[config.mk]
export PLATFORM = sky130hd
export DESIGN_NAME = msrp_front
export DESIGN_NICKNAME = d
export VERILOG_FILES = /design/src/msrp_pkg.sv /design/src/msrp_front.sv
export SDC_FILE = /design/constraint.sdc
export NUM_CORES = 1
export LEC_CHECK = 0
export ABC_AREA = 1
export ABC_CLOCK_PERIOD_IN_PS = 2100
export BUFFER_PORTS_ARGS = -buffer_cell sky130_fd_sc_hd__buf_4
export CORE_MARGIN = 1.5
export CORE_UTILIZATION = 41
export CTS_CLUSTER_DIAMETER = 40
export DETAILED_ROUTE_END_ITERATION = 7
export GPL_TIMING_DRIVEN = 0
export MAX_ROUTING_LAYER = met4
export PLACE_DENSITY = 0.79
export SYNTH_ARGS = -nofsm -noshare
export SYNTH_HDL_FRONTEND = slang
export SYNTH_SLANG_ARGS = --single-unit
[constraint.sdc]
create_clock -name i_clk -period 2.1 [get_ports i_clk]
set_input_delay 0.42 -clock i_clk [delete_from_list [all_inputs] [get_ports i_clk]]
set_output_delay 0.42 -clock i_clk [all_outputs]
set_load 0.005 [all_outputs]
[src/msrp_pkg.sv]
// Shared types and constants for the microphone sample / RMS / pre-roll block.
// Used by the front, queue, back, RMS unit and top level; depends on nothing.
package msrp_pkg;

    // Item kinds as carried in the input tuser field
    typedef enum logic [1:0] {
        KIND_SAMPLE = 2'd0,
        KIND_READ   = 2'd1,
        KIND_CLEAR  = 2'd2
    } t_kind;

    localparam logic [4:0]         SHIFT_RESET = 5'd11;
    localparam logic signed [31:0] SAMPLE_MAX  = 32'sd32767;
    localparam logic signed [31:0] SAMPLE_MIN  = -32'sd32768;

    // Frame sum, quotient, divisor and root widths
    localparam int SUM_W  = 40;
    localparam int CNT_W  = 11;
    localparam int ROOT_W = SUM_W / 2;
    localparam int REM_W  = ROOT_W + 1;
    localparam int STEP_W = 6;

    // Classified item handed from the front to the back
    typedef struct packed {
        t_kind              kind;
        logic signed [15:0] sample;
        logic               last;
        logic [12:0]        read_max;
        logic [11:0]        read_pos;
    } t_cmd;

    // Request and response of the divide / square-root unit
    typedef struct packed {
        logic             start;
        logic [SUM_W-1:0] sum;
        logic [CNT_W-1:0] count;
    } t_rms_req;

    typedef struct packed {
        logic              done;
        logic [ROOT_W-1:0] root;
    } t_rms_rsp;

    typedef enum logic [1:0] {
        R_IDLE,
        R_DIV,
        R_SQRT,
        R_DONE
    } t_rms_state;

    typedef enum logic [2:0] {
        ST_IDLE,
        ST_EXEC,
        ST_ACCUM,
        ST_RMS,
        ST_OUT
    } t_back_state;

endpackage

[src/msrp_front.sv]
// Front end: accepts input requests, conditions raw samples and pushes commands.
// Depends on msrp_pkg; feeds msrp_queue.
module msrp_front
    import msrp_pkg::*;
(
    input  logic        i_clk,
    input  logic        i_rst_n,
    input  logic        i_s_tvalid,
    output logic        o_s_tready,
    // tdata: raw_sample[31:0], read_max[44:32], read_position[56:45]
    input  logic [63:0] i_s_tdata,
    // tuser: kind[1:0]
    input  logic [1:0]  i_s_tuser,
    input  logic        i_s_tlast,
    input  logic [4:0]  i_shift_bits,
    input  logic        i_full,
    output logic        o_push,
    output t_cmd        o_cmd
);

    logic signed [31:0] raw;
    logic signed [31:0] shifted;
    logic signed [15:0] clamped;
    logic               r_seen;

    // Track that the front has left reset before taking requests
    always_ff @(posedge i_clk) begin
        if (!i_rst_n) begin
            r_seen <= 1'b0;
        end else begin
            r_seen <= 1'b1;
        end
    end

    // Shift and clamp the raw word to signed 16 bits
    always_comb begin
        raw     = $signed(i_s_tdata[31:0]);
        shifted = raw >>> i_shift_bits;
        if (shifted > SAMPLE_MAX) begin
            clamped = SAMPLE_MAX[15:0];
        end else if (shifted < SAMPLE_MIN) begin
            clamped = SAMPLE_MIN[15:0];
        end else begin
            clamped = shifted[15:0];
        end
    end

    // Classify and push while the queue has room
    always_comb begin
        o_s_tready      = r_seen && !i_full;
        o_push          = i_s_tvalid && o_s_tready;
        o_cmd.kind      = t_kind'(i_s_tuser);
        o_cmd.sample    = clamped;
        o_cmd.last      = i_s_tlast;
        o_cmd.read_max  = i_s_tdata[44:32];
        o_cmd.read_pos  = i_s_tdata[56:45];
    end

endmodule

# ---- Word-level counts from Yosys, hierarchy flattened
# Index checks and enable logic that the tools add are counted.
dict set report totals {
  ff_bits 1
  latchBits 0
  ram_bits 0
  romBits 0
  out_inout_bits 46
  elab_cells 10
  mem_count 0
}
dict set report classes {
  n_addsub 0
  n_mul 0
  n_div 0
  n_lt_le_gt_ge 2
  eq_ne 0
  n_shift 1
  n_mux 3
  n_bitwise 0
  n_reduce_logical 3
}
# cell n
set ops {}
lappend ops {{greater-than comparator 32 x 16 -> 1 bit (second input constant)} 1}
lappend ops {{< comparator 32 x 16 -> 1 bit (second input constant)} 1}
lappend ops {{two-way mux 16 bit} 2}
lappend ops {{>>> shifter 32 x 5 -> 32 bit} 1}
lappend ops {{logical AND 1 bit} 2}
lappend ops {{zero test 1 bit} 1}
lappend ops {{two-way mux 1 bit} 1}

# ---- Longest topological paths before layout
dict set report depth {
  depth_word 4
  depth_mapped 16
  depth_no_buf 14
}

# ---- Worst setup path after synthesis
# No wires, ideal clock.
dict set report synth_path {
  path_kind {input to output}
  from {in i_shift_bits[1]}
  to {out o_cmd[40] in the netlist's numbering}
  arrival_time_ns 1.756
  t_required_ns 1.680
  slack_ns -0.076
  stages 15
  path_cell_list {buf_4 inv_2 buf_6 nand3_1 nand3_1 nand2_1 nand2_1 nand2_1 nand2_1 nor2_1 nand3_1 o21bai_4 buf_6 nand2_1 nand2_1}
}
# element line
set synth_lines {}
lappend synth_lines {{from (decl)} msrp_front.sv:15} ;# input logic [4:0] i_shift_bits,
lappend synth_lines {{to (decl)} msrp_front.sv:18} ;# output t_cmd o_cmd

==> reports/results.tsv <==
stage	metric	value	unit
outcome	outcome	complete, but fails checks	
outcome	violations	negative setup slack	
placed_design	dp_cells	590	
clock_tree	hold_buffers	0	
timing	slew_headroom	0.6863	
final_layout	fill_cells	399	
power	irDropWorstVdd	0.1783	mV
worst_setup_path	crit_chain	buf_12 > clkinv_8 > buf_6 > nand2_2 > nand3_2 > nand2_1 > nand2_1 > nand2_1 > nand2_1 > nand2_2 > nand2_1 > nor2_1 > nand3_1 > o21bai_4 > buf_6 > nand2_2 > nand2_2 > buf_6	
routing	drt-initial-drc-count	245	
grt	antenna_found_initial	0	
grt	grt_max_degree	11	
clock_tree	clk_pin_slew_worst_paths	0	ps
placed_design	place_ws	-551.3	ps
floorplan	initial_core_util	0.4340	
routing	dr_total_vias	3449	
final_layout	drive_above_1_share	0.4927	
floorplan	pin_count	122	
placed_design	gp_congestion	0.9252	
timing	final-setup-viol-count	15	
timing	final_max_slew_viol_count	0	
floorplan	die_x	74.18	um
routing	wire_per_inst	14.85	um
worst_setup_path	crit_required	1680	ps
power	power.share.clock	0	
power	netSwitchingFraction	0.5212	
routing	post-route-drc-count	0	
worst_setup_path	arrival	2150	ps
grt	grt_overflow	0	
timing	hold_ws	525.6	ps
worst_setup_path	endpoint_kind	output port	
final_layout	antennaDiodeCount	0	
final_layout	syn_to_final_growth	74.64	%
power	intPower	0.0004584	W
timing	min_period_over_period	1.221	
timing	setup_slack	-465.0	ps
power	power_frac_seq	0.022	
routing	postRouteAntennaNets	0	
min_path	min_from	i_rst_n	
power	switchingPower	0.0004990	W
synth	syn_nets	518	
power	power_frac_comb	0.978	
floorplan	die_h	74.18	um
routing	vias_per_cell	5.608	
grt	grt_util_all_layers	0.2877	
power	power_density	264.0	mW/mm2
power	leakagePower	1.918	nW
final_layout	nNetsFinal	626	
run	drv_cap	0	
synth	yosysWarnings	0	
synth	yosysTopAreaCellShare	0.3705	
timing	max_freq	0.3899	GHz
synth	synth_top_cell_by_area	nand2_1	
worst_setup_path	critPathLaunch	i_shift_bits[0]	
timing	tightest_slew	470.5	ps
worst_setup_path	critPathKind	input port to output port	
timing	layout_min_cycle_time	2565	ps
worst_setup_path	cpMostUsedCell	nand2_1	
synth	ys_top_cells_by_area	nand2_1 37%, nand3_1 18%, buf_4 12%	
synth	ys_ff_latch	1	
timing	final-hold-violation-count	0	
min_path	hold_class	input port to flop	
floorplan	design.core.area	0.004786	mm2
synth	avgSynthCellArea	4.699	um2
synth	synth.distinct_cells	24	
grt	grt_pass1_vias	2997	
final_layout	largest_register_ffs	1	
grt	grt_pass1_wl	12.46	mm
floorplan	die_area	0.005502	mm2
final_layout	largest_register	r_seen	
final_layout	layout.cells.non_filler	615	
timing	rsz0062_at_grt	true	
synth	syn-cell-area	0.002077	mm2
synth	synth_seq_area_share	0.009639	
synth	syn_inst	442	
final_layout	reg.largest.list	r_seen x1	
routing	routed_wl	9.132	mm
placed_design	hpwl	6.156	mm
worst_setup_path	cp_slowest_cell	o21bai_4	
worst_setup_path	cp-start-kind	input port	
worst_setup_path	slowest_delay	230	ps
placed_design	portBuffers	81	
floorplan	floorplan.rows	25	
routing	drt-pass1-iter-count	5	
worst_setup_path	cp_max_fo	5	
-- final cells by class --
type / count / area (um2) / share of cell area
sequential: 1 / 20.02 / 0.005519
multi-input combinational: 363 / 2063 / 0.5688
inverter: 19 / 101.3 / 0.02794
tap: 67 / 83.83 / 0.02311
timing repair buffer: 106 / 883.3 / 0.2435
buffer: 59 / 475.5 / 0.1311
-- cells in the mapped netlist --
cell,count
inv_2,2
o21bai_4,1
dfxtp_1,1
buf_2,10
mux2i_1,2
o21ai_1,1
buf_4,33
nand3_1,74
a31oi_1,6
or2_2,2
a21oi_1,3
nand4_1,2
inv_1,15
clkbuf_1,8
o211ai_1,8
nor2_1,19
nand2_2,1
buf_1,3
clkbuf_2,1
buf_6,4
nor3b_1,1
o21ai_0,38
nand2_1,205
clkinv_1,2
-- worst paths after layout --
kind	to	slack, ps	cells after the start
worst max-delay path	o_cmd[31]	-470	18
worst min-delay path	r_seen	530	1
-- critical path, delay by kind of cell --
kind,cells,cell delay [ps]
AND/OR/NAND/NOR,12,940
buffers and inverters,5,530
AO/OA/AOI/OAI,1,230
-- power by group through the flow --
stage	Sequential, W	Clock [W]	Combinational (W)
floorplan	0.0000206	0	0.000443
global placement	0.0000207	0	0.000698
detailed placement	0.0000207	0	0.000702
CTS	0.0000207	0	0.000813
global route	0.0000207	0	0.00101
finish	0.0000207	0	0.000937
-- logic make-up (layout without fill, tap and decap cells) --
group,count (synthesis),count (layout),share of synthesized area
flip-flops,1,1,0.009639
multiplexers,2,2,0.009639
AO/OA/AOI/OAI,57,57,0.1572
buffers and inverters,78,184,0.2217
AND/OR/NAND/NOR,304,304,0.6018
-- metrics by stage --
stage | total power, W | utilization | TNS [ps] | area, um2
6_report | 0.0009575 | 0.7579 | -6710 | 3627
3_3_place_gp | 0.0007182 | 0.6044 | -7761 | 2893
3_5_place_dp | 0.0007224 | 0.6044 | -7579 | 2893
2_1_floorplan | 0.0004634 | - | -260.1 | 2201
5_1_grt | 0.001033 | 0.7579 | -8975 | 3627
4_1_cts | 0.0008336 | 0.6920 | -4830 | 3312
-- timing repair --
item                                   4_1_cts  5_1_grt
endpoints found under the hold margin        0        0
gates resized for setup                     77       71
cloned                                       2        2
pin swaps                                   27       26
setup endpoints to repair                   15       15
setup buffers                               18        3
-- cell usage in the layout (no fill, tap or decap), types with 3 or more instances in the layout --
cell type and count:
nand2_1 149, buf_4 124, nand2_2 48, nand3_2 38, nand3_1 31, o21ai_0 28
nor2_1 18, inv_1 14, buf_6 13, nand2_4 9, o21ai_1 9, o211ai_1 8
clkbuf_1 6, buf_8 5, nand3_4 5, buf_2 5, buf_12 3, a21oi_1 3
a31oi_1 3, a31oi_2 3
-- per-layer routing --
| layer | GRT usage | wire length (um) | up-vias |
|---|---|---|---|
| met1 | 0.3242 | 3438 | 1534 |
| li1 | - | - | 1631 |
| met3 | 0.01762 | 736 | 57 |
| met2 | 0.5387 | 4508 | 227 |
| met4 | 0.08436 | 448 | 0 |
| met5 | - | 0 | - |
No activity file was read; power rests on OpenSTA's default activity.
