### src/msrp_pkg.sv
// Shared types and constants for the microphone sample / RMS / pre-roll block.
// Used by the front, queue, back, RMS unit and top level; depends on nothing.
package msrp_pkg;

    // Item kinds as carried in the input tuser field
    typedef enum logic [1:0] {
        KIND_SAMPLE = 2'd0,
        KIND_READ   = 2'd1,
        KIND_CLEAR  = 2'd2
    } t_kind;

    localparam logic [4:0]         SHIFT_RESET = 5'd11;
    localparam logic signed [31:0] SAMPLE_MAX  = 32'sd32767;
    localparam logic signed [31:0] SAMPLE_MIN  = -32'sd32768;

    // Frame sum, quotient, divisor and root widths
    localparam int SUM_W  = 40;
    localparam int CNT_W  = 11;
    localparam int ROOT_W = SUM_W / 2;
    localparam int REM_W  = ROOT_W + 1;
    localparam int STEP_W = 6;

    // Classified item handed from the front to the back
    typedef struct packed {
        t_kind              kind;
        logic signed [15:0] sample;
        logic               last;
        logic [12:0]        read_max;
        logic [11:0]        read_pos;
    } t_cmd;

    // Request and response of the divide / square-root unit
    typedef struct packed {
        logic             start;
        logic [SUM_W-1:0] sum;
        logic [CNT_W-1:0] count;
    } t_rms_req;

    typedef struct packed {
        logic              done;
        logic [ROOT_W-1:0] root;
    } t_rms_rsp;

    typedef enum logic [1:0] {
        R_IDLE,
        R_DIV,
        R_SQRT,
        R_DONE
    } t_rms_state;

    typedef enum logic [2:0] {
        ST_IDLE,
        ST_EXEC,
        ST_ACCUM,
        ST_RMS,
        ST_OUT
    } t_back_state;

endpackage

### src/msrp_queue.sv
// Two-entry command queue between the front and the back.
// Depends on msrp_pkg for the command type.
module msrp_queue
    import msrp_pkg::*;
(
    input  logic i_clk,
    input  logic i_rst_n,
    input  logic i_push,
    input  t_cmd i_cmd,
    output logic o_full,
    input  logic i_pop,
    output logic o_avail,
    output t_cmd o_cmd
);

    t_cmd       r_slot [2];
    logic       r_wptr;
    logic       r_rptr;
    logic [1:0] r_cnt;

    assign o_full  = (r_cnt == 2'd2);
    assign o_avail = (r_cnt != 2'd0);
    assign o_cmd   = r_slot[r_rptr];

    // Store pushed commands
    always_ff @(posedge i_clk) begin
        if (i_push) begin
            r_slot[r_wptr] <= i_cmd;
        end
    end

    // Advance pointers and occupancy
    always_ff @(posedge i_clk) begin
        if (!i_rst_n) begin
            r_wptr <= 1'b0;
            r_rptr <= 1'b0;
            r_cnt  <= 2'd0;
        end else begin
            if (i_push) begin
                r_wptr <= ~r_wptr;
            end
            if (i_pop) begin
                r_rptr <= ~r_rptr;
            end
            case ({i_push, i_pop})
                2'b10:   r_cnt <= r_cnt + 2'd1;
                2'b01:   r_cnt <= r_cnt - 2'd1;
                default: r_cnt <= r_cnt;
            endcase
        end
    end

endmodule

### config.mk
export PLATFORM = sky130hd
export DESIGN_NAME = msrp_queue
export DESIGN_NICKNAME = d
export VERILOG_FILES = /design/src/msrp_pkg.sv /design/src/msrp_queue.sv
export SDC_FILE = /design/constraint.sdc
export NUM_CORES = 1
export LEC_CHECK = 0
export BUFFER_PORTS_ARGS = -buffer_cell sky130_fd_sc_hd__buf_4
export CORE_MARGIN = 10
export CORE_UTILIZATION = 50
export CTS_BUF_LIST = sky130_fd_sc_hd__clkbuf_8
export DETAILED_ROUTE_END_ITERATION = 6
export HOLD_SLACK_MARGIN = 0.03
export MAX_ROUTING_LAYER = met4
export PLACE_DENSITY = 0.77
export REMOVE_ABC_BUFFERS = 1
export SYNTH_ARGS = -nofsm -noshare
export SYNTH_HDL_FRONTEND = slang
export SYNTH_SLANG_ARGS = --single-unit
### constraint.sdc
create_clock -name i_clk -period 3.42 [get_ports i_clk]
set_input_delay 0.513 -clock i_clk [delete_from_list [all_inputs] [get_ports i_clk]]
set_output_delay 0.513 -clock i_clk [all_outputs]
set_load 0.005 [all_outputs]
Word-level counts from Yosys, hierarchy flattened
Memories as Yosys holds them, arrays and structs flattened. A register that Yosys moved wholly into a read port is not among the register bits.
Index checks and enable logic that the tools add are counted.
{"block": "classes", "n_addsub": 2, "eq_ne": 3, "muxes": 5, "bitwise": 2, "reduce_logical": 2}
{"cell": "$eq A2 B2 Y1 const B", "count": 2}
{"cell": "$mux W1", "count": 4}
{"cell": "$pmux W2 S2", "count": 1}
{"cell": "$reduce_bool A2 Y1", "count": 2}
{"cell": "$add A2 B1 Y2 const B", "count": 1}
{"cell": "$eq A2 B1 Y1 const B", "count": 1}
{"cell": "$not A1 Y1", "count": 2}
{"cell": "$sub A2 B1 Y2 const B", "count": 1}
{"block": "word_totals", "reg_bits": 4, "mem_bits_rw": 88, "in_bits": 48, "out_inout_bits": 46, "word_cells": 18, "n_memories": 1}
{"memory": "r_slot", "words": 2, "word_bits": 44, "read_ports": 1, "rd_clocked_by_memory_dff": 1, "write_ports": 1, "line_no": "msrp_queue.sv:16", "rtl": "t_cmd r_slot [2];"}

Logic depth before layout (Yosys ltp)
Gate-level depths: netlist of the first run.
{"block": "logic_depth", "depth_word": 3, "ltp_mapped": 5, "depth_no_buf": 5}

Least setup slack after synthesis of the first run
No wires, ideal clock.
{"block": "synth_path", "path_type": "input port to flip-flop", "startpoint": "input i_push", "endpoint": "memory r_slot[0][0] (netlist name), enable pin", "arrival_ns": 2.450, "slack_ns": 0.522, "path_stages": 2, "path_buffers": 0, "path_cell_list": "inv_1 nor2_1"}
{"block": "synth_via", "elab_chain_len": 2}
{"item": "start, declared", "line_no": "msrp_queue.sv:8", "rtl": "input logic i_push,"}
{"item": "$mux W1", "line_no": "msrp_queue.sv:27", "rtl": "if (i_push) begin"}
{"item": "$mux W1 (implied by the code)", "line_no": "msrp_queue.sv:28", "rtl": "r_slot[r_wptr] <= i_cmd;"}
{"item": "end, declared", "line_no": "msrp_queue.sv:16"}
Every way passes these cells.

==> out/qor.csv, run 1 <==
metric;value;unit
cts bufs inserted;9;
cell mode on critical path;buf_4;
# rows;29;
n_diodes;0;
Setup Skew;0.00764;ns
Seq/Total Area, Yosys;81.1;%
CTS H-tree lvls;3;
DIE WIDTH;102;µm
clock buffer depth;2;
DR WL/cell;18.6;µm
critical path arrival;1.88;ns
Die Area;10500;µm²
WS Path Type;reg -> out;
Final setup viols;0;
initial antenna violation count;0;
CTS clk-pin slew, worst paths;0.09;ns
Synth top cells by count;edfxtp_1 (88), mux2_2 (44), buf_2 (5), dfxtp_1 (5), and2_1 (4);
Slew HR;28.6;%
Hold Crit Depth;1;
largest area contributor in the netlist;edfxtp_1;
metal3 WL;424;µm
CP endpoint kind;output port;
first-pass GRT wire length;9630;µm
number of global-route vias before repair;1911;
vias;1751;
DP HPWL;4450;µm
starting density of the core;52.4;%
metal2 WL;3160;µm
worst hold path class;in -> reg;
IO buf count;93;
GP Congestion;0.692;
Final Cell Area;4370;µm²
Slew @ Worst Pin;1.07;ns
synthesized area per cell;21.3;µm²
vias per cell;5.12;
Post-CTS Resized;0;
fin crit period;2.39;ns
clock root buffer;clkbuf_8;
Pwr Density;527;nW/µm²
total global-route track usage;12.6;%
RSZ-0062 raised after global routing;no;
Slew Limit Fails;0;
drt initial violations;49;
crit path cell chain;buf_4, mux2_2, buf_4;
drt first pass iters;4;
Fin Setup TNS;0;ns
core area;6460;µm²
Slowest-stage cell, CP;dfxtp_2;
most frequent cell after synthesis;edfxtp_1;
Distinct cells, synth;17;
Leakage Power;0.00164;µW
drc violations;0;
status;finished, final reports clean;
Synth Cell Area;3380;µm²
Final period util;69.9;%
Post-synth EDFFs;88;
top post-synthesis cells by area;edfxtp_1 (78%), mux2_2 (15%), dfxtp_1 (3.0%);
ratio of cells with drive above 1 in the final layout;60.0;%
VDD IR max;301;µV
fillers;463;
Post-DRT Antenna Nets;0;
Syn-to-layout area delta;29.3;%
max_cap viols;0;
Post-synth ARST share;0;%
Post-Synthesis Cells;159;
max layer used;met4;
Synth Register Bits;93;
warning count from the yosys run;0;
Nets;310;
dpl cell area;4180;µm²
area of all sequential standard cells;2740;µm²
CTS Hold Bufs;0;
area share of the largest cell type after synthesis;78.1;%
slowest stage delay, CP;0.72;ns
clock sinks;93;
Max FO, Critical Path;25;
pin count of the biggest net entering global routing;45;
clock latency at the later pin of the worst-skew pair;0.35;ns
Synth Flop Type;edfxtp_1;
Multi-input gate area;619;µm²
Total Routed Length;6350;µm
postcts setup bufs;0;
Final Hold Violating Endpoints;0;
R2R depth;1;
Die Ht;102;µm
CP required;2.91;ns
Startpoint Class;register;
Fmax achieved;418;MHz
CTS tree;done;
I/O pins;94;
grt total ovfl;0;
met1 wire length;2710;µm
==> worst max-delay path, delay by kind of cell, from the launching register on <==
kind | cells | cell delay, ns
buf+inv | 2 | 0.45
flops | 1 | 0.72
mux | 1 | 0.36
==> cell families after synthesis <==
| group | count (synthesis) | synth area share [%] |
|---|---|---|
| compound gates | 3 | 0.592 |
| flops | 93 | 81.1 |
| fa+ha+maj | 1 | 0.370 |
| buf+inv | 6 | 0.851 |
| simple gates | 9 | 1.66 |
| xor+xnor | 3 | 0.777 |
| mux | 44 | 14.7 |
==> metal layers <==
metal,vias to the layer above,GRT usage (%)
met5,-,-
met4,0,3.90
met3,6,4.45
met2,61,20.1
met1,867,14.7
li1,817,-
==> placed cells by master, fill, tap and decap left out, types with 2 or more instances in the layout <==
| cell type | instances |
|---|---|
| dfxtp_1 | 4 |
| inv_1 | 2 |
| buf_4 | 96 |
| clkbuf_8 | 9 |
| edfxtp_1 | 88 |
| mux2_2 | 44 |
| clkinvlp_4 | 3 |
| and2_1 | 3 |
| xnor2_1 | 2 |
==> registers in the layout, summed over array words and instances, names as in the netlist, named ones only <==
register / cells
r_wptr: 1
r_rptr: 1
r_cnt: 2
r_slot: 88
==> cell type report <==
cell class	instances	area share, %
sequential	93	62.7
timing repair buffer	96	16.5
multi-input combinational	60	14.2
clock buffer	9	2.83
tap	77	2.20
clock inverter	6	1.49
inverter	1	0.0858
==> stage by stage <==
step / setup slack (ns) / hold WS (ns) / std cells / util [%] / power, µW
6_report: 1.03 / 0.345 / 342 / 67.7 / 2300
5_1_grt: 0.879 / 0.318 / 342 / 67.7 / 2410
4_1_cts: 0.959 / 0.323 / 342 / 67.7 / 2340
3_5_place_dp: 1.35 / 0.496 / 327 / 64.8 / 1650
3_3_place_gp: 1.35 / 0.488 / 327 / 64.8 / 1640
2_1_floorplan: 0.522 / 0.461 / 154 / - / 1480
==> worst paths after layout <==
check | startpoint | to | slack (ns)
hold / removal | i_cmd[39] | r_slot[0][39]$_DFFE_PP_ | 0.35
setup reg to reg | r_wptr$_SDFFE_PN0P_ | r_slot[1][33]$_DFFE_PP_ | 1.75
hold reg to reg | r_cnt[1]$_SDFFE_PN0P_ | r_cnt[1]$_SDFFE_PN0P_ | 0.52
setup / recovery | register | o_cmd[21] | 1.03
==> where the power goes <==
group          switching [µW]  leakage, µW  total (µW)  internal, µW
combinational             104     0.000683         273           169
sequential               27.6     0.000868        1340          1310
clock                     357    0.0000891         690           333
Power figures use the tool's default switching activity.
==> run 2, diff against run 1 <==
Clock period 3.42 ns to 2.3 ns, I/O delays scaled along.
==> out/qor.csv, run 2 (synthesized netlist as in run 1, its figures left out) <==
metric;value;unit;change
vias per cell;5.04;;-1.5%
worst flop-to-flop path endpoint;r_slot[1][40]$_DFFE_PP_;;
first-pass GRT wire length;9850;µm;+2.3%
vias;1730;;-1.2%
clock buffer depth;2;;unchanged
cts bufs inserted;9;;unchanged
Slew @ Worst Pin;0.496;ns;-0.575 ns
number of global-route vias before repair;1865;;-2.4%
RSZ-0062 raised after global routing;no;;
fin crit period;1.81;ns;
Comb pwr share;12.4;%;+0.5 points
Worst R2R Setup Slack;0.85;ns;-0.90 ns
most common cell after layout, fill and taps aside;buf_4;;
CTS Hold Bufs;0;;unchanged
pin count of the biggest net entering global routing;45;;unchanged
R2R depth;2;;+1
internal power;2810;µW;+55%
drt initial violations;61;;+24%
clock latency at the later pin of the worst-skew pair;0.34;ns;about the same
Final Hold Violating Endpoints;0;;unchanged
dpl cell area;4220;µm²;+0.90%
# rows;29;;unchanged
Reg power frac;56.1;%;-2.1 points
Switching Power;710;µW;+45%
Worst Slack Setup Final;0.485;ns;-0.545 ns
Final setup viols;0;;unchanged
HP Start;i_cmd[37];;
Fmax achieved;551;MHz;
postcts setup bufs;0;;unchanged
Leakage Power;0.00168;µW;+2.1%
ratio of cells with drive above 1 in the final layout;59.4;%;-0.60 points
reg2reg start;r_wptr$_SDFFE_PN0P_;;
Slew HR;66.9;%;+38 points
WS Path Type;reg -> out;;
initial antenna violation count;0;;unchanged
grt total ovfl;0;;unchanged
GP Congestion;0.688;;-0.62%
hold slack;0.179;ns;-0.166 ns
Final period util;78.9;%;
drc violations;0;;unchanged
CP endpoint kind;output port;;
Nets;310;;unchanged
max_cap viols;0;;unchanged
Final Cell Area;4430;µm²;+1.3%
Syn-to-layout area delta;31.0;%;
n_diodes;0;;unchanged
Pwr Total;3520;µW;+53%
Startpoint Class;register;;
VDD IR max;459;µV;+52%
DP HPWL;4490;µm;+0.98%
Setup WS pre-CTS;0.795;ns;-0.556 ns
Top reg by flops;r_slot;;
Die Area;10500;µm²;unchanged
fillers;444;;-4.1%
core area;6460;µm²;unchanged
biggest regs;r_slot x88, r_cnt x2;;
DIE WIDTH;102;µm;unchanged
starting density of the core;52.4;%;unchanged
Post-DRT Antenna Nets;0;;unchanged
Final Util;68.6;%;+0.87 points
Sw Share;20.2;%;-1.0 points
Slew Limit Fails;0;;unchanged
Post-CTS Resized;0;;unchanged
total global-route track usage;12.8;%;+0.19 points
critical path arrival;1.47;ns;-0.41 ns
CP required;1.96;ns;-0.95 ns
clock power share;31.5;%;+1.5 points
clock sinks;93;;unchanged
DR WL/cell;18.7;µm;+0.92%
IO buf count;93;;unchanged
worst hold path class;in -> reg;;
Setup Skew;0.00792;ns;+0.000273 ns
CTS clk-pin slew, worst paths;0.09;ns;about the same
Largest register FFs;88;;unchanged
Pwr Density;795;nW/µm²;+51%
clock root buffer;clkbuf_8;;
status;finished, final reports clean;;
CTS tree;done;;
commonest non-fill, non-tap cells in the layout;buf_4 (93), edfxtp_1 (88), mux2_2 (44);;
CTS H-tree lvls;3;;unchanged
Total Routed Length;6430;µm;+1.2%
Max FO, Critical Path;44;;+76%
I/O pins;94;;unchanged
Die Ht;102;µm;unchanged
Hold Crit Depth;1;;unchanged
Hold EP;r_slot[1][37]$_DFFE_PP_;;
drt first pass iters;4;;unchanged
[run 2: cell count changes in the layout (fill, tap and decap cells not counted)]
cell	previous run	this run
clkinv_2	0	1
buf_4	96	93
inv_1	2	4
buf_12	0	3
bufinv_16	1	2
inv_6	1	0
clkinvlp_4	3	1
[run 2: worst max path at each step]
stage | from | endpoint | slack (ns)
after floorplan | i_push | r_slot[0][0]$_DFFE_PP_ | -0.43
after global placement | i_push | r_slot[1][14]$_DFFE_PP_ | 0.82
after detailed placement | i_push | r_slot[1][13]$_DFFE_PP_ | 0.80
after CTS | register | o_cmd[22] | 0.46
after global routing | register | o_cmd[24] | 0.43
final | register | o_cmd[22] | 0.49
[run 2: critical path, stage by stage, from the launching register on]
cell and delay, ns:
dfxtp_2 0.35, buf_12 0.25, mux2_2 0.39, buf_4 0.14
[run 2: cell type report]
| type | instances | area (µm²) | share of cell area (%) |
|---|---|---|---|
| Clock buffer | 9 | 124 | 2.80 |
| Clock inverter | 7 | 83.8 | 1.89 |
| Inverter | 1 | 3.75 | 0.0847 |
| Multi-Input combinational cell | 60 | 619 | 14.0 |
| Sequential cell | 93 | 2740 | 61.9 |
| Tap cell | 77 | 96.3 | 2.18 |
| Timing Repair Buffer | 96 | 758 | 17.1 |
[run 2: per-layer routing]
layer | vias to the layer above | wire length (µm) | GRT usage, %
met4 | 0 | 89 | 4.88
met2 | 64 | 3000 | 18.9
met1 | 834 | 2850 | 16.1
met5 | - | 0 | -
met3 | 10 | 487 | 4.25
li1 | 822 | - | -
[run 2: power by group through the flow]
stage	sequential, µW	combinational, µW	clock [µW]
detailed placement	2010	445	0
global route	1980	476	1210
global placement	2010	441	0
CTS	1970	448	1130
finish	1970	436	1110
floorplan	2030	165	0
[run 2: stage by stage]
stage               std cells  setup TNS [ns]
floorplan                 154          -19.26
global placement          327               0
detailed placement        327               0
CTS                       343               0
global route              343               0
finish                    343               0
