[config.mk]
export PLATFORM = sky130hd
export DESIGN_NAME = msrp_rms
export DESIGN_NICKNAME = d
export VERILOG_FILES = /design/src/msrp_pkg.sv /design/src/msrp_rms.sv
export SDC_FILE = /design/constraint.sdc
export NUM_CORES = 1
export LEC_CHECK = 0
export BUFFER_PORTS_ARGS = -buffer_cell sky130_fd_sc_hd__buf_4
export CORE_MARGIN = 4
export CORE_UTILIZATION = 45
export DETAILED_ROUTE_END_ITERATION = 8
export GPL_TIMING_DRIVEN = 0
export PLACE_DENSITY = 0.65
export REMOVE_ABC_BUFFERS = 1
export SETUP_SLACK_MARGIN = 0.1
export SLEW_MARGIN = 10
export SYNTH_ARGS = -nofsm -noshare
export SYNTH_HDL_FRONTEND = slang
export SYNTH_SLANG_ARGS = --single-unit
[constraint.sdc]
create_clock -name i_clk -period 6.9 [get_ports i_clk]
set_input_delay 0.345 -clock i_clk [delete_from_list [all_inputs] [get_ports i_clk]]
set_output_delay 0.345 -clock i_clk [all_outputs]
set_load 0.01 [all_outputs]
[src/msrp_pkg.sv]
// Shared types and constants for the microphone sample / RMS / pre-roll block.
// Used by the front, queue, back, RMS unit and top level; depends on nothing.
package msrp_pkg;

    // Item kinds as carried in the input tuser field
    typedef enum logic [1:0] {
        KIND_SAMPLE = 2'd0,
        KIND_READ   = 2'd1,
        KIND_CLEAR  = 2'd2
    } t_kind;

    localparam logic [4:0]         SHIFT_RESET = 5'd11;
    localparam logic signed [31:0] SAMPLE_MAX  = 32'sd32767;
    localparam logic signed [31:0] SAMPLE_MIN  = -32'sd32768;

    // Frame sum, quotient, divisor and root widths
    localparam int SUM_W  = 40;
    localparam int CNT_W  = 11;
    localparam int ROOT_W = SUM_W / 2;
    localparam int REM_W  = ROOT_W + 1;
    localparam int STEP_W = 6;

    // Classified item handed from the front to the back
    typedef struct packed {
        t_kind              kind;
        logic signed [15:0] sample;
        logic               last;
        logic [12:0]        read_max;
        logic [11:0]        read_pos;
    } t_cmd;

    // Request and response of the divide / square-root unit
    typedef struct packed {
        logic             start;
        logic [SUM_W-1:0] sum;
        logic [CNT_W-1:0] count;
    } t_rms_req;

    typedef struct packed {
        logic              done;
        logic [ROOT_W-1:0] root;
    } t_rms_rsp;

    typedef enum logic [1:0] {
        R_IDLE,
        R_DIV,
        R_SQRT,
        R_DONE
    } t_rms_state;

    typedef enum logic [2:0] {
        ST_IDLE,
        ST_EXEC,
        ST_ACCUM,
        ST_RMS,
        ST_OUT
    } t_back_state;

endpackage

[src/msrp_rms.sv]
// Frame RMS unit: restoring divide of the square sum by the count, one bit per
// cycle, then a digit-by-digit square root, one bit pair per cycle. Uses msrp_pkg.
module msrp_rms
    import msrp_pkg::*;
(
    input  logic     i_clk,
    input  logic     i_rst_n,
    input  t_rms_req i_req,
    output t_rms_rsp o_rsp
);

    t_rms_state        r_state;
    t_rms_state        n_state;
    logic [SUM_W-1:0]  r_quo;
    logic [CNT_W-1:0]  r_div;
    logic [CNT_W-1:0]  r_rem;
    logic [REM_W-1:0]  r_srem;
    logic [ROOT_W-1:0] r_root;
    logic [STEP_W-1:0] r_step;

    logic [CNT_W:0]    rem_sh;
    logic              qbit;
    logic [CNT_W:0]    rem_next;
    logic [REM_W+1:0]  s_sh;
    logic [REM_W+1:0]  trial;
    logic              sbit;
    logic [REM_W+1:0]  s_next;
    logic              div_last;
    logic              sqrt_last;

    // Divide and root step logic
    always_comb begin
        rem_sh    = {r_rem, r_quo[SUM_W-1]};
        qbit      = (rem_sh >= {1'b0, r_div});
        rem_next  = qbit ? (rem_sh - {1'b0, r_div}) : rem_sh;
        s_sh      = {r_srem, r_quo[SUM_W-1:SUM_W-2]};
        trial     = (REM_W+2)'({r_root, 2'b01});
        sbit      = (s_sh >= trial);
        s_next    = sbit ? (s_sh - trial) : s_sh;
        div_last  = (r_step == STEP_W'(SUM_W - 1));
        sqrt_last = (r_step == STEP_W'(ROOT_W - 1));
    end

    // Next state
    always_comb begin
        n_state = r_state;
        case (r_state)
            R_IDLE:  if (i_req.start) n_state = R_DIV;
            R_DIV:   if (div_last) n_state = R_SQRT;
            R_SQRT:  if (sqrt_last) n_state = R_DONE;
            R_DONE:  n_state = R_IDLE;
            default: n_state = R_IDLE;
        endcase
    end

    // Outputs
    always_comb begin
        o_rsp.done = (r_state == R_DONE);
        o_rsp.root = r_root;
    end

    always_ff @(posedge i_clk) begin
        if (!i_rst_n) begin
            r_state <= R_IDLE;
        end else begin
            r_state <= n_state;
        end
    end

    // Iteration datapath
    always_ff @(posedge i_clk) begin
        case (r_state)
            R_IDLE: begin
                r_quo  <= i_req.sum;
                r_div  <= i_req.count;
                r_rem  <= '0;
                r_step <= '0;
            end
            R_DIV: begin
                r_rem  <= rem_next[CNT_W-1:0];
                r_quo  <= {r_quo[SUM_W-2:0], qbit};
                r_srem <= '0;
                r_root <= '0;
                r_step <= div_last ? '0 : r_step + STEP_W'(1);
            end
            R_SQRT: begin
                r_srem <= s_next[REM_W-1:0];
                r_root <= {r_root[ROOT_W-2:0], sbit};
                r_quo  <= {r_quo[SUM_W-3:0], 2'b00};
                r_step <= r_step + STEP_W'(1);
            end
            default: begin
                r_step <= '0;
            end
        endcase
    end

endmodule

* Word level (Yosys, flattened, before mapping)
Cells that the tools add are included.
** Cells by class
- Multiplexer cells :: 12
- Magnitude comparators :: 2
- Add/sub/neg operators :: 3
- Reductions and logical operators :: 5
- Eq/ne operators :: 8
** Operators with widths (count)
- $pmux 40 s3 :: 1
- $pmux 21 s2 :: 1
- $pmux 20 s2 :: 1
- $ge 23x22->1 :: 1
- $pmux 11 s2 :: 1
- $mux 21 :: 1
- $sub 21x21->21 :: 1
- $ge 12x11->1 :: 1
- $pmux 6 s2 :: 1
- $mux 11 :: 1
- $sub 11x11->11 :: 1
- $pmux 2 s4 :: 1
- $add 6x1->6 const B :: 1
- $eq 6x5->1 const B :: 1
- $eq 6x6->1 const B :: 1
- $mux 2 :: 3
- $mux 6 :: 1
- $ne 2x2->1 const B :: 3
- $eq 2x2->1 const B :: 2
- $reduce_bool 2->1 :: 2
- $reduce_and 3->1 :: 1
- $reduce_bool 3->1 :: 1
- $eq 2x1->1 const B :: 1
- $logic_not 2->1 :: 1
** Word-level totals
- Bits in registers :: 111
- Logic and storage cells :: 37
- Bits of input ports :: 54
- Output and inout bits :: 21

* Longest topological paths before layout
Gate-level depths: netlist of the first run.
- Depth after elaboration :: 3
- Mapped depth :: 11
- Mapped depth without buffers :: 10

* Worst setup path after synthesis of the first run
OpenSTA, ideal clock, no wires.
- Kind :: register to register
- From :: reg r_quo[39]
- To :: reg r_rem[8] (data pin)
- Library setup time :: 0.256 ns
- Path slack :: 4.321 ns
- Period minus slack after synthesis :: 2.579 ns
- Required time :: 6.644 ns
- Path buffers :: 1
- Arrival :: 2.323 ns
- Cell stages (with the launch flop) :: 12
- Path through :: edfxtp_1 inv_1 ha_1 fa_1 nor2b_1 o21ai_1 a21oi_1 a2111oi_4 o211ai_2 buf_2 mux2i_1 nor2b_1
** Between the ends
- Word-level cells in the longest chain between the ends :: 3
- Elaborated cells on any way between the ends :: 4
- Those cells by class :: add/sub: 1; order compare: 1; mux: 2
** Ends and longest elaborated chain
- start, declared :: RTL line msrp_rms.sv:14 : logic [SUM_W-1:0] r_quo;
- start signal, assigned :: RTL line msrp_rms.sv:74 : r_quo <= i_req.sum;
- start signal, assigned :: RTL line msrp_rms.sv:81 : r_quo <= {r_quo[SUM_W-2:0], qbit};
- start signal, assigned :: RTL line msrp_rms.sv:89 : r_quo <= {r_quo[SUM_W-3:0], 2'b00};
- $sub 11x11->11 / $ge 12x11->1 (equally long branches) :: RTL line msrp_rms.sv:35, msrp_rms.sv:34
- $mux 11 (*) :: RTL line msrp_rms.sv:35 : rem_next = qbit ? (rem_sh - {1'b0, r_div}) : rem_sh;
- $pmux 11 s2 (*) :: RTL line msrp_rms.sv:72 : case (r_state)
- end signal, assigned :: RTL line msrp_rms.sv:80 : r_rem <= rem_next[CNT_W-1:0];
- end, declared :: RTL line msrp_rms.sv:16 : logic [CNT_W-1:0] r_rem;
Mark *: on every way between the ends. The rest lies on a longest branch, timed or not.
A chain may end at the register's enable or synchronous reset.

* Worst setup path after layout of the first run
- From :: reg r_root[18]
- To :: reg r_srem[13] (data pin)
** Between the ends
- Word-level cells in the longest chain between the ends :: 3
** Ends and longest elaborated chain
- start, declared :: RTL line msrp_rms.sv:18 : logic [ROOT_W-1:0] r_root;
- start signal, assigned :: RTL line msrp_rms.sv:88 : r_root <= {r_root[ROOT_W-2:0], sbit};
- $ge 23x22->1 :: RTL line msrp_rms.sv:38 : sbit = (s_sh >= trial);
- $mux 21 :: RTL line msrp_rms.sv:39 : s_next = sbit ? (s_sh - trial) : s_sh;
- $pmux 21 s2 :: RTL line msrp_rms.sv:72
- end signal, assigned :: RTL line msrp_rms.sv:87 : r_srem <= s_next[REM_W-1:0];
- end, declared :: RTL line msrp_rms.sv:17 : logic [REM_W-1:0] r_srem;
No other way between the ends.

==> impl_results.md, run 1 <==
- Crit path time final: roughly 3.2 ns
- CP peak stage delay: 0.75 ns
- ANT nets after route: 0
- Htree depth: 3
- First-pass GRT wire length: around 23000 um
- Crit start category: register
- CTS tree: yes
- Crit share post-route: between 40 and 50%
- Flops & latches, synth: between 100 and 150
- Initial core utilization: about 47%
- Register area share after synthesis: between 40% and 50%
- First-pass DRT Iterations: 5
- Total clock buffers created by CTS: 9
- Critical Path Slowest Stage Cell: a21boi_4
- Core area: roughly 14000 sq um
- Syn Area/Cell: roughly 10 sq um
- Cts hold-fix bufs: 0
- Mapped Cells: around 640
- Ys flop type: edfxtp_1
- Reg2Reg Capture Point: r_srem[13]$_SDFFCE_PN0N_
- Kind of critical path: register to register
- Worst Min Path Start: i_req[7]
- Final WL: roughly 14000 um
- Post-Layout Cell Count: between 800 and 900
- Die extent in x: about 130 um
- Fillers: 1269
- Warnings from Yosys: 0
- Post-synth cell types: 60
- Crit path max-delay family: compound AO/OA/AOI/OAI gates
- Die Span Y: ~130 um
- Most frequent cell after synthesis: edfxtp_1
- Hold Path Depth: 1
- F_max: approximately 310 MHz
- Synth async-reset ratio: 0%
- Skew-Pair Late Insertion Delay: roughly 0.36 ns
- GRT overflow: 0
- Synth area leaders: edfxtp_1 (47%), ha_1 (7.4%), nor2_1 (5.6%)
- Status: finished, final reports clean
- Post-synth EDFFs: 103
- Area occupied by multi-input gates: around 3000 sq um
- Sequential cell area: ~3300 sq um
- # DRC: 0
- Share of post-route cells with drive strength above 1: 15.6%
- Final worst slack: between 3 and 4 ns
- Worst Path Arrival: 3.31 ns
- CP Max Fanout: 24
- Root buffer cell: clkbuf_16
- Post-layout utilization of the core: roughly 54%
- Post-Place Cells: approximately 870
- CTS max path bufs: 2
- Vias after detailed routing: around 4900
- GP Congestion: 0.861
- CP Buf/Inv Count: 1
- Place WS: 3.66 ns
- Post-synth top area cell: edfxtp_1
- Vias/cell: roughly 5.6
- Clock skew: 0.00661 ns
- Final Slew Violations: 0
- Row count: 43
- All-Layer GR Usage: 16.8%
- Inserted Diodes: 0
- Initial DRC Count: 303
- Final hold violation count: 0
- Setup TNS: 0 ns
- RSZ-0062 raised after global routing: no
- RR Startpoint: r_root[18]$_SDFFCE_PN0N_
- Sink Count: 111
- Yosys top cell area share: a little under half
- CP Capture Type: register
- Rel. slew slack: between 40% and 50%
- IO Port Bufs: 74
- Initial antenna violation count: 0
- Reg2reg path depth: 9
- Crit path cell chain: inv_1 -> ha_1 -> a21o_1 -> a211o_1 -> a41oi_2 -> a21boi_1 -> a21boi_4 -> nand2b_4 -> o21ai_0
- Hold Crit Class: input port to register
- Clk slew on worst S/H paths: 0.08 ns
- Actual slew at the worst max-slew pin: about 0.9 ns
- Synth cell count leaders: edfxtp_1 (103), nor2_1 (98), a21oi_1 (60), inv_1 (48)
- Max-cap viol count: 0
- Largest net degree at the start of global routing: between 70 and 80
- DP HPWL: roughly 9500 um
- Nets: 794
- Hold EP: r_div[7]$_DFFE_PP_
- Reg-to-reg setup timing slack: between 3 and 4 ns
- Final Setup Violations: 0
- # IOs: 75
- Post-CTS Setup Bufs: 0
- Die Area: 16600 sq um
- Routed len/inst: 15.3 um
- Number of global-route vias before repair: ~4800
- # resized after CTS: 0
- Area grow syn2layout: 15.9%
- CP required: approximately 7 ns
- Mapped cell area: around 6600 sq um
==> flip-flops by register name, summed over array words and instances (netlist names) <==
| name | flops |
|---|---|
| r_state | 2 |
| r_srem | 21 |
| r_div | 11 |
| r_quo | 40 |
| r_root | 20 |
| r_step | 6 |
| r_rem | 11 |
==> final cells by class <==
class                      count  area share, %
sequential                   111           42.8
multi-input combinational    452           39.6
timing repair buffer          77           8.29
clock buffer                   9           2.96
tap                          180           2.96
inverter                      49           2.42
clock inverter                 7          0.938
==> worst max-delay path by stage <==
stage / startpoint / end / slack [ns] / cells after the start
CTS: r_root[18]$_SDFFCE_PN0N_ / r_srem[13]$_SDFFCE_PN0N_ / 3.64 / 9
detailed placement: r_root[18]$_SDFFCE_PN0N_ / r_srem[13]$_SDFFCE_PN0N_ / 3.66 / 9
global route: r_root[18]$_SDFFCE_PN0N_ / r_srem[14]$_SDFFCE_PN0N_ / 3.49 / 9
floorplan: r_state[0]$_SDFFE_PN0P_ / r_quo[0]$_DFFE_PP_ / 3.56 / 3
global placement: r_state[0]$_SDFFE_PN0P_ / r_step[0]$_DFF_P_ / 2.52 / 4
finish: r_root[18]$_SDFFCE_PN0N_ / r_srem[13]$_SDFFCE_PN0N_ / 3.70 / 9
==> routing by layer <==
metal  share of wire (%)  track usage [%]
met4                 1.6             5.37
met2                  46             26.3
met5                   0                0
met3                 4.9             3.86
met1                  47             23.2
==> worst register-to-register path, cell delays in order, from the launching register on <==
cell      delay (ns)
edfxtp_1        0.35
inv_1           0.06
ha_1            0.36
a21o_1          0.21
a211o_1         0.31
a41oi_2         0.25
a21boi_1        0.20
a21boi_4        0.75
nand2b_4        0.34
o21ai_0         0.11
==> logic make-up after synthesis <==
logic type      Yosys count  synth area share [%]
simple gates            190                  13.1
compound gates          177                  18.4
flops                   111                  49.6
buf+inv                  76                  4.73
fa+ha+maj                40                  7.74
xor+xnor                 25                  3.34
mux                      20                  3.05
==> layout by cell type (no fill, tap or decap), types with 6 or more instances in the layout <==
cell type	Yosys	layout
nor3_1	10	10
and3_1	6	6
mux2i_1	20	20
a21oi_1	60	60
nand3_1	12	12
edfxtp_1	103	103
a22oi_1	39	39
xor2_1	11	11
a21o_1	11	11
inv_1	48	47
nand2_1	34	34
nor2b_1	11	11
nand4_1	6	6
buf_4	0	74
ha_1	39	36
clkbuf_16	0	9
o21ai_0	21	21
dfxtp_1	8	8
nor2_1	98	98
xnor2_1	14	14
==> through the flow <==
step / hold WS, ns / instance area [sq um]
5_1_grt: 0.140 / 7600
4_1_cts: 0.139 / 7600
2_1_floorplan: 0.418 / 6430
3_3_place_gp: 0.433 / 7210
6_report: 0.153 / 7600
3_5_place_dp: 0.449 / 7310
Power of run 1 is left out: the tool's default activity adds up to more than one toggle a clock period on the data nets, which glitch-free logic cannot reach.
==> run 2, diff against run 1 <==
- ABC_AREA: not set -> 1
- PLACE_DENSITY: 0.65 -> 0.67
- clock period: 6.9 -> 2.8 ns (I/O delays scaled with it)
==> impl_results.md, run 2 <==
- Status: finished, final reports clean (unchanged)
- GP Congestion: 0.934 (was 0.861)
- IO Port Bufs: 74 (unchanged)
- Number of global-route vias before repair: 5480 (was 4841)
- F_max: 396 MHz (was 312 MHz)
- Most frequent cells in the layout: nand2_1 (221), inv_1 (172), edfxtp_1 (103), nor2_1 (97), buf_4 (78) (was edfxtp_1 (103), nor2_1 (98), buf_4 (74), a21oi_1 (60), inv_1 (47))
- Top register by number of flip-flops: r_quo (unchanged)
- NetSw: roughly 0.0053 W
- Post-synth EDFFs: 103 (unchanged)
- Share of post-route cells with drive strength above 1: 12.8% (was 15.6%)
- CTS max path bufs: 2 (unchanged)
- Clk slew on worst S/H paths: 0.08 ns (about the same)
- Tot Pwr: around 0.011 W
- Clock group share of total power: around 11%
- Sw Share: a little under half
- Final WL: 15000 um (was 13600 um)
- Reg2reg path depth: 10 (was 9)
- Total clock buffers created by CTS: 9 (unchanged)
- Worst Path Arrival: 2.65 ns (was 3.31 ns)
- Ys flop type: edfxtp_1 (unchanged)
- Reg-to-reg setup timing slack: 0.27 ns (was 3.70 ns)
- Most common cell after layout, fill and taps aside: nand2_1 (was edfxtp_1)
- Inserted Diodes: 0 (unchanged)
- Vias after detailed routing: 5689 (was 4935)
- Rel. slew slack: 26.6% (was 40.0%)
- Max-cap viol count: 0 (unchanged)
- Comb pwr share: just under 60%
- Sink Count: 111 (unchanged)
- Crit path max-delay family: adder cells (was compound AO/OA/AOI/OAI gates)
- First-pass GRT wire length: 25600 um (was 22600 um)
- Initial antenna violation count: 0 (unchanged)
- Htree depth: 3 (unchanged)
- Core area: 15300 sq um (was 14100 sq um)
- CTS tree: yes (unchanged)
- Mapped Cells: 865 (was 639)
- Skew-Pair Late Insertion Delay: 0.36 ns (about the same)
- First-pass DRT Iterations: 5 (unchanged)
- Hold Crit Class: input port to register (unchanged)
- Root buffer cell: clkbuf_16 (unchanged)
- CP Max Fanout: 11 (was 24)
- Area grow syn2layout: 17.3% (was 15.9%)
- Final Setup Violations: 0 (unchanged)
- Hold EP: r_state[1]$_SDFFE_PN0P_ (was r_div[7]$_DFFE_PP_)
- RR Startpoint: r_quo[39]$_DFFE_PP_ (was r_root[18]$_SDFFCE_PN0N_)
- Synth cell count leaders: nand2_1 (223), inv_1 (174), edfxtp_1 (103), nor2_1 (97), ha_1 (39) (was edfxtp_1 (103), nor2_1 (98), a21oi_1 (60), inv_1 (48))
- Hold Path Depth: 3 (was 1)
- Worst VDD drop: roughly 680 uV
- GRT overflow: 0 (unchanged)
- Crit path cell chain: inv_1 -> ha_1 -> fa_1 -> o21ai_4 -> nand3_1 -> nand3_4 -> clkinvlp_4 -> buf_4 -> a21oi_1 -> nor2_1 (was inv_1 -> ha_1 -> a21o_1 -> a211o_1 -> a41oi_2 -> a21boi_1 -> a21boi_4 -> nand2b_4 -> o21ai_0)
- Final Slew Violations: 0 (unchanged)
- Crit start category: register (unchanged)
- ANT nets after route: 0 (unchanged)
- CP required: 2.92 ns (was 7.01 ns)
- Setup TNS: 0 ns (unchanged)
- Final hold violation count: 0 (unchanged)
- Actual slew at the worst max-slew pin: 1.10 ns (was 0.897 ns)
- Initial DRC Count: 475 (was 303)
- Die Span Y: 133 um (was 129 um)
- Die extent in x: 133 um (was 129 um)
- Critical Path Slowest Stage Cell: fa_1 (was a21boi_4)
- Post-synth top area cell: edfxtp_1 (unchanged)
- RSZ-0062 raised after global routing: yes (was no)
- CP peak stage delay: 0.45 ns (was 0.75 ns)
- Crit share post-route: 90.3% (was 46.4%)
- # DRC: 0 (unchanged)
- Biggest regs: r_quo: 40 flops, r_srem: 21 flops, r_root: 20 flops (unchanged)
- Kind of critical path: register to register (unchanged)
- Die Area: 17700 sq um (was 16600 sq um)
- CP Buf/Inv Count: 3 (was 1)
- Post-synth cell types: 35 (was 60)
- Nets: 1039 (was 794)
- Int Power: between 0.006 and 0.007 W
- Routed len/inst: 12.9 um (was 15.3 um)
- Static leakage: a little over 4 nW
- DP HPWL: 10600 um (was 9530 um)
- Vias/cell: 4.90 (was 5.58)
- Syn Area/Cell: 8.15 sq um (was 10.3 sq um)
- Mapped cell area: 7050 sq um (was 6560 sq um)
- Warnings from Yosys: 0 (unchanged)
- Worst Min Path Start: i_rst_n (was i_req[7])
- Row count: 45 (was 43)
- CP Capture Type: register (unchanged)
- Synth async-reset ratio: 0% (unchanged)
- Register area share after synthesis: 46.2% (was 49.6%)
- All-Layer GR Usage: 17.5% (was 16.8%)
- Initial core utilization: 46.2% (was 46.5%)
- Largest register FFs: 40 (unchanged)
- Reg2Reg Capture Point: r_rem[9]$_SDFFCE_PN0P_ (was r_srem[13]$_SDFFCE_PN0N_)
- Power density cells: ~1400 nW/um^2
- # IOs: 75 (unchanged)
- Clock skew: 0.00850 ns (was 0.00661 ns)
- Largest net degree at the start of global routing: 42 (was 71)
- Synth area leaders: edfxtp_1 (44%), nand2_1 (12%), inv_1 (9.3%) (was edfxtp_1 (47%), ha_1 (7.4%), nor2_1 (5.6%))
- Crit path time final: 2.53 ns (was 3.20 ns)
- Yosys top cell area share: 43.9% (was 47.1%)
- Flops & latches, synth: 111 (unchanged)
- Most frequent cell after synthesis: nand2_1 (was edfxtp_1)
- Sequential share of power: just under 30%
## run 2: kinds of logic after synthesis
group,synth area share [%]
adder cells (fa/ha/maj),7.21
AND/OR/NAND/NOR,22.6
buffers and inverters,10.9
XOR/XNOR,2.36
flip-flops,46.2
AO/OA/AOI/OAI,10.7
## run 2: power groups by stage
stage          clock network (W)  registers (W)  logic, W
2_1_floorplan                  0        0.00335   0.00481
3_3_place_gp                   0        0.00337   0.00640
3_5_place_dp                   0        0.00338   0.00655
4_1_cts                  0.00130        0.00334   0.00670
5_1_grt                  0.00137        0.00343   0.00777
6_report                 0.00125        0.00332   0.00675
## run 2: worst max path at each step
stage | startpoint | to | slack, ns | cells past startpoint
3_3_place_gp | r_state[1]$_SDFFE_PN0P_ | r_quo[19]$_DFFE_PP_ | -1.36 | 4
4_1_cts | r_root[0]$_SDFFCE_PN0N_ | r_srem[12]$_SDFFCE_PN0N_ | 0.11 | 11
2_1_floorplan | r_state[0]$_SDFFE_PN0P_ | r_quo[11]$_DFFE_PP_ | -0.28 | 4
5_1_grt | r_root[11]$_SDFFCE_PN0N_ | r_srem[12]$_SDFFCE_PN0N_ | 0.08 | 13
6_report | r_quo[39]$_DFFE_PP_ | r_rem[9]$_SDFFCE_PN0P_ | 0.27 | 10
3_5_place_dp | r_state[0]$_SDFFE_PN0P_ | r_quo[29]$_DFFE_PP_ | -0.44 | 4
## run 2: layer usage
metal  up-vias  global-route usage, %  wire length (um)
met1      2601                   23.1              7110
met5         -                      0                 0
li1       2962                      -                 -
met3        15                   4.15               696
met4         0                   3.66               182
met2       111                   29.3              7030
## run 2: worst reg2reg max path: cells and delay by family, from the launching register on
kind	cells	cell delay, ns
compound gates	2	0.36
simple gates	3	0.38
buf+inv	3	0.40
flops	1	0.43
fa+ha+maj	2	0.71
## run 2: final cells by class
class	instances	area (sq um)
Clock buffer	11	233
Clock inverter	5	48.8
Fill cell	1461	6990
Inverter	176	667
Multi-Input combinational cell	557	3080
Sequential cell	111	3250
Tap cell	211	264
Timing Repair Buffer	90	723
## run 2: timing repair
action | in CTS | in global routing
setup buffers | 2 | 2
setup endpoints to repair | 53 | 28
resized for setup | 6 | 2
pin swaps | 1 | 0
hold buffers | 11 | 0
hold endpoints to repair | 11 | 0
gates cloned | 0 | 1
## run 2: stage by stage
stage	util (%)	instance area, sq um	setup WS, ns	hold WS [ns]	instances
2_1_floorplan	-	6940	-0.278	0.239	843
3_3_place_gp	50.8	7760	-1.36	0.318	1128
3_5_place_dp	51.1	7790	-0.435	0.319	1129
4_1_cts	53.9	8230	0.114	0.0360	1158
5_1_grt	54.2	8270	0.0797	0.0464	1161
6_report	54.2	8270	0.272	0.0479	1161
Note: power is estimated with default switching activity, not from simulation.
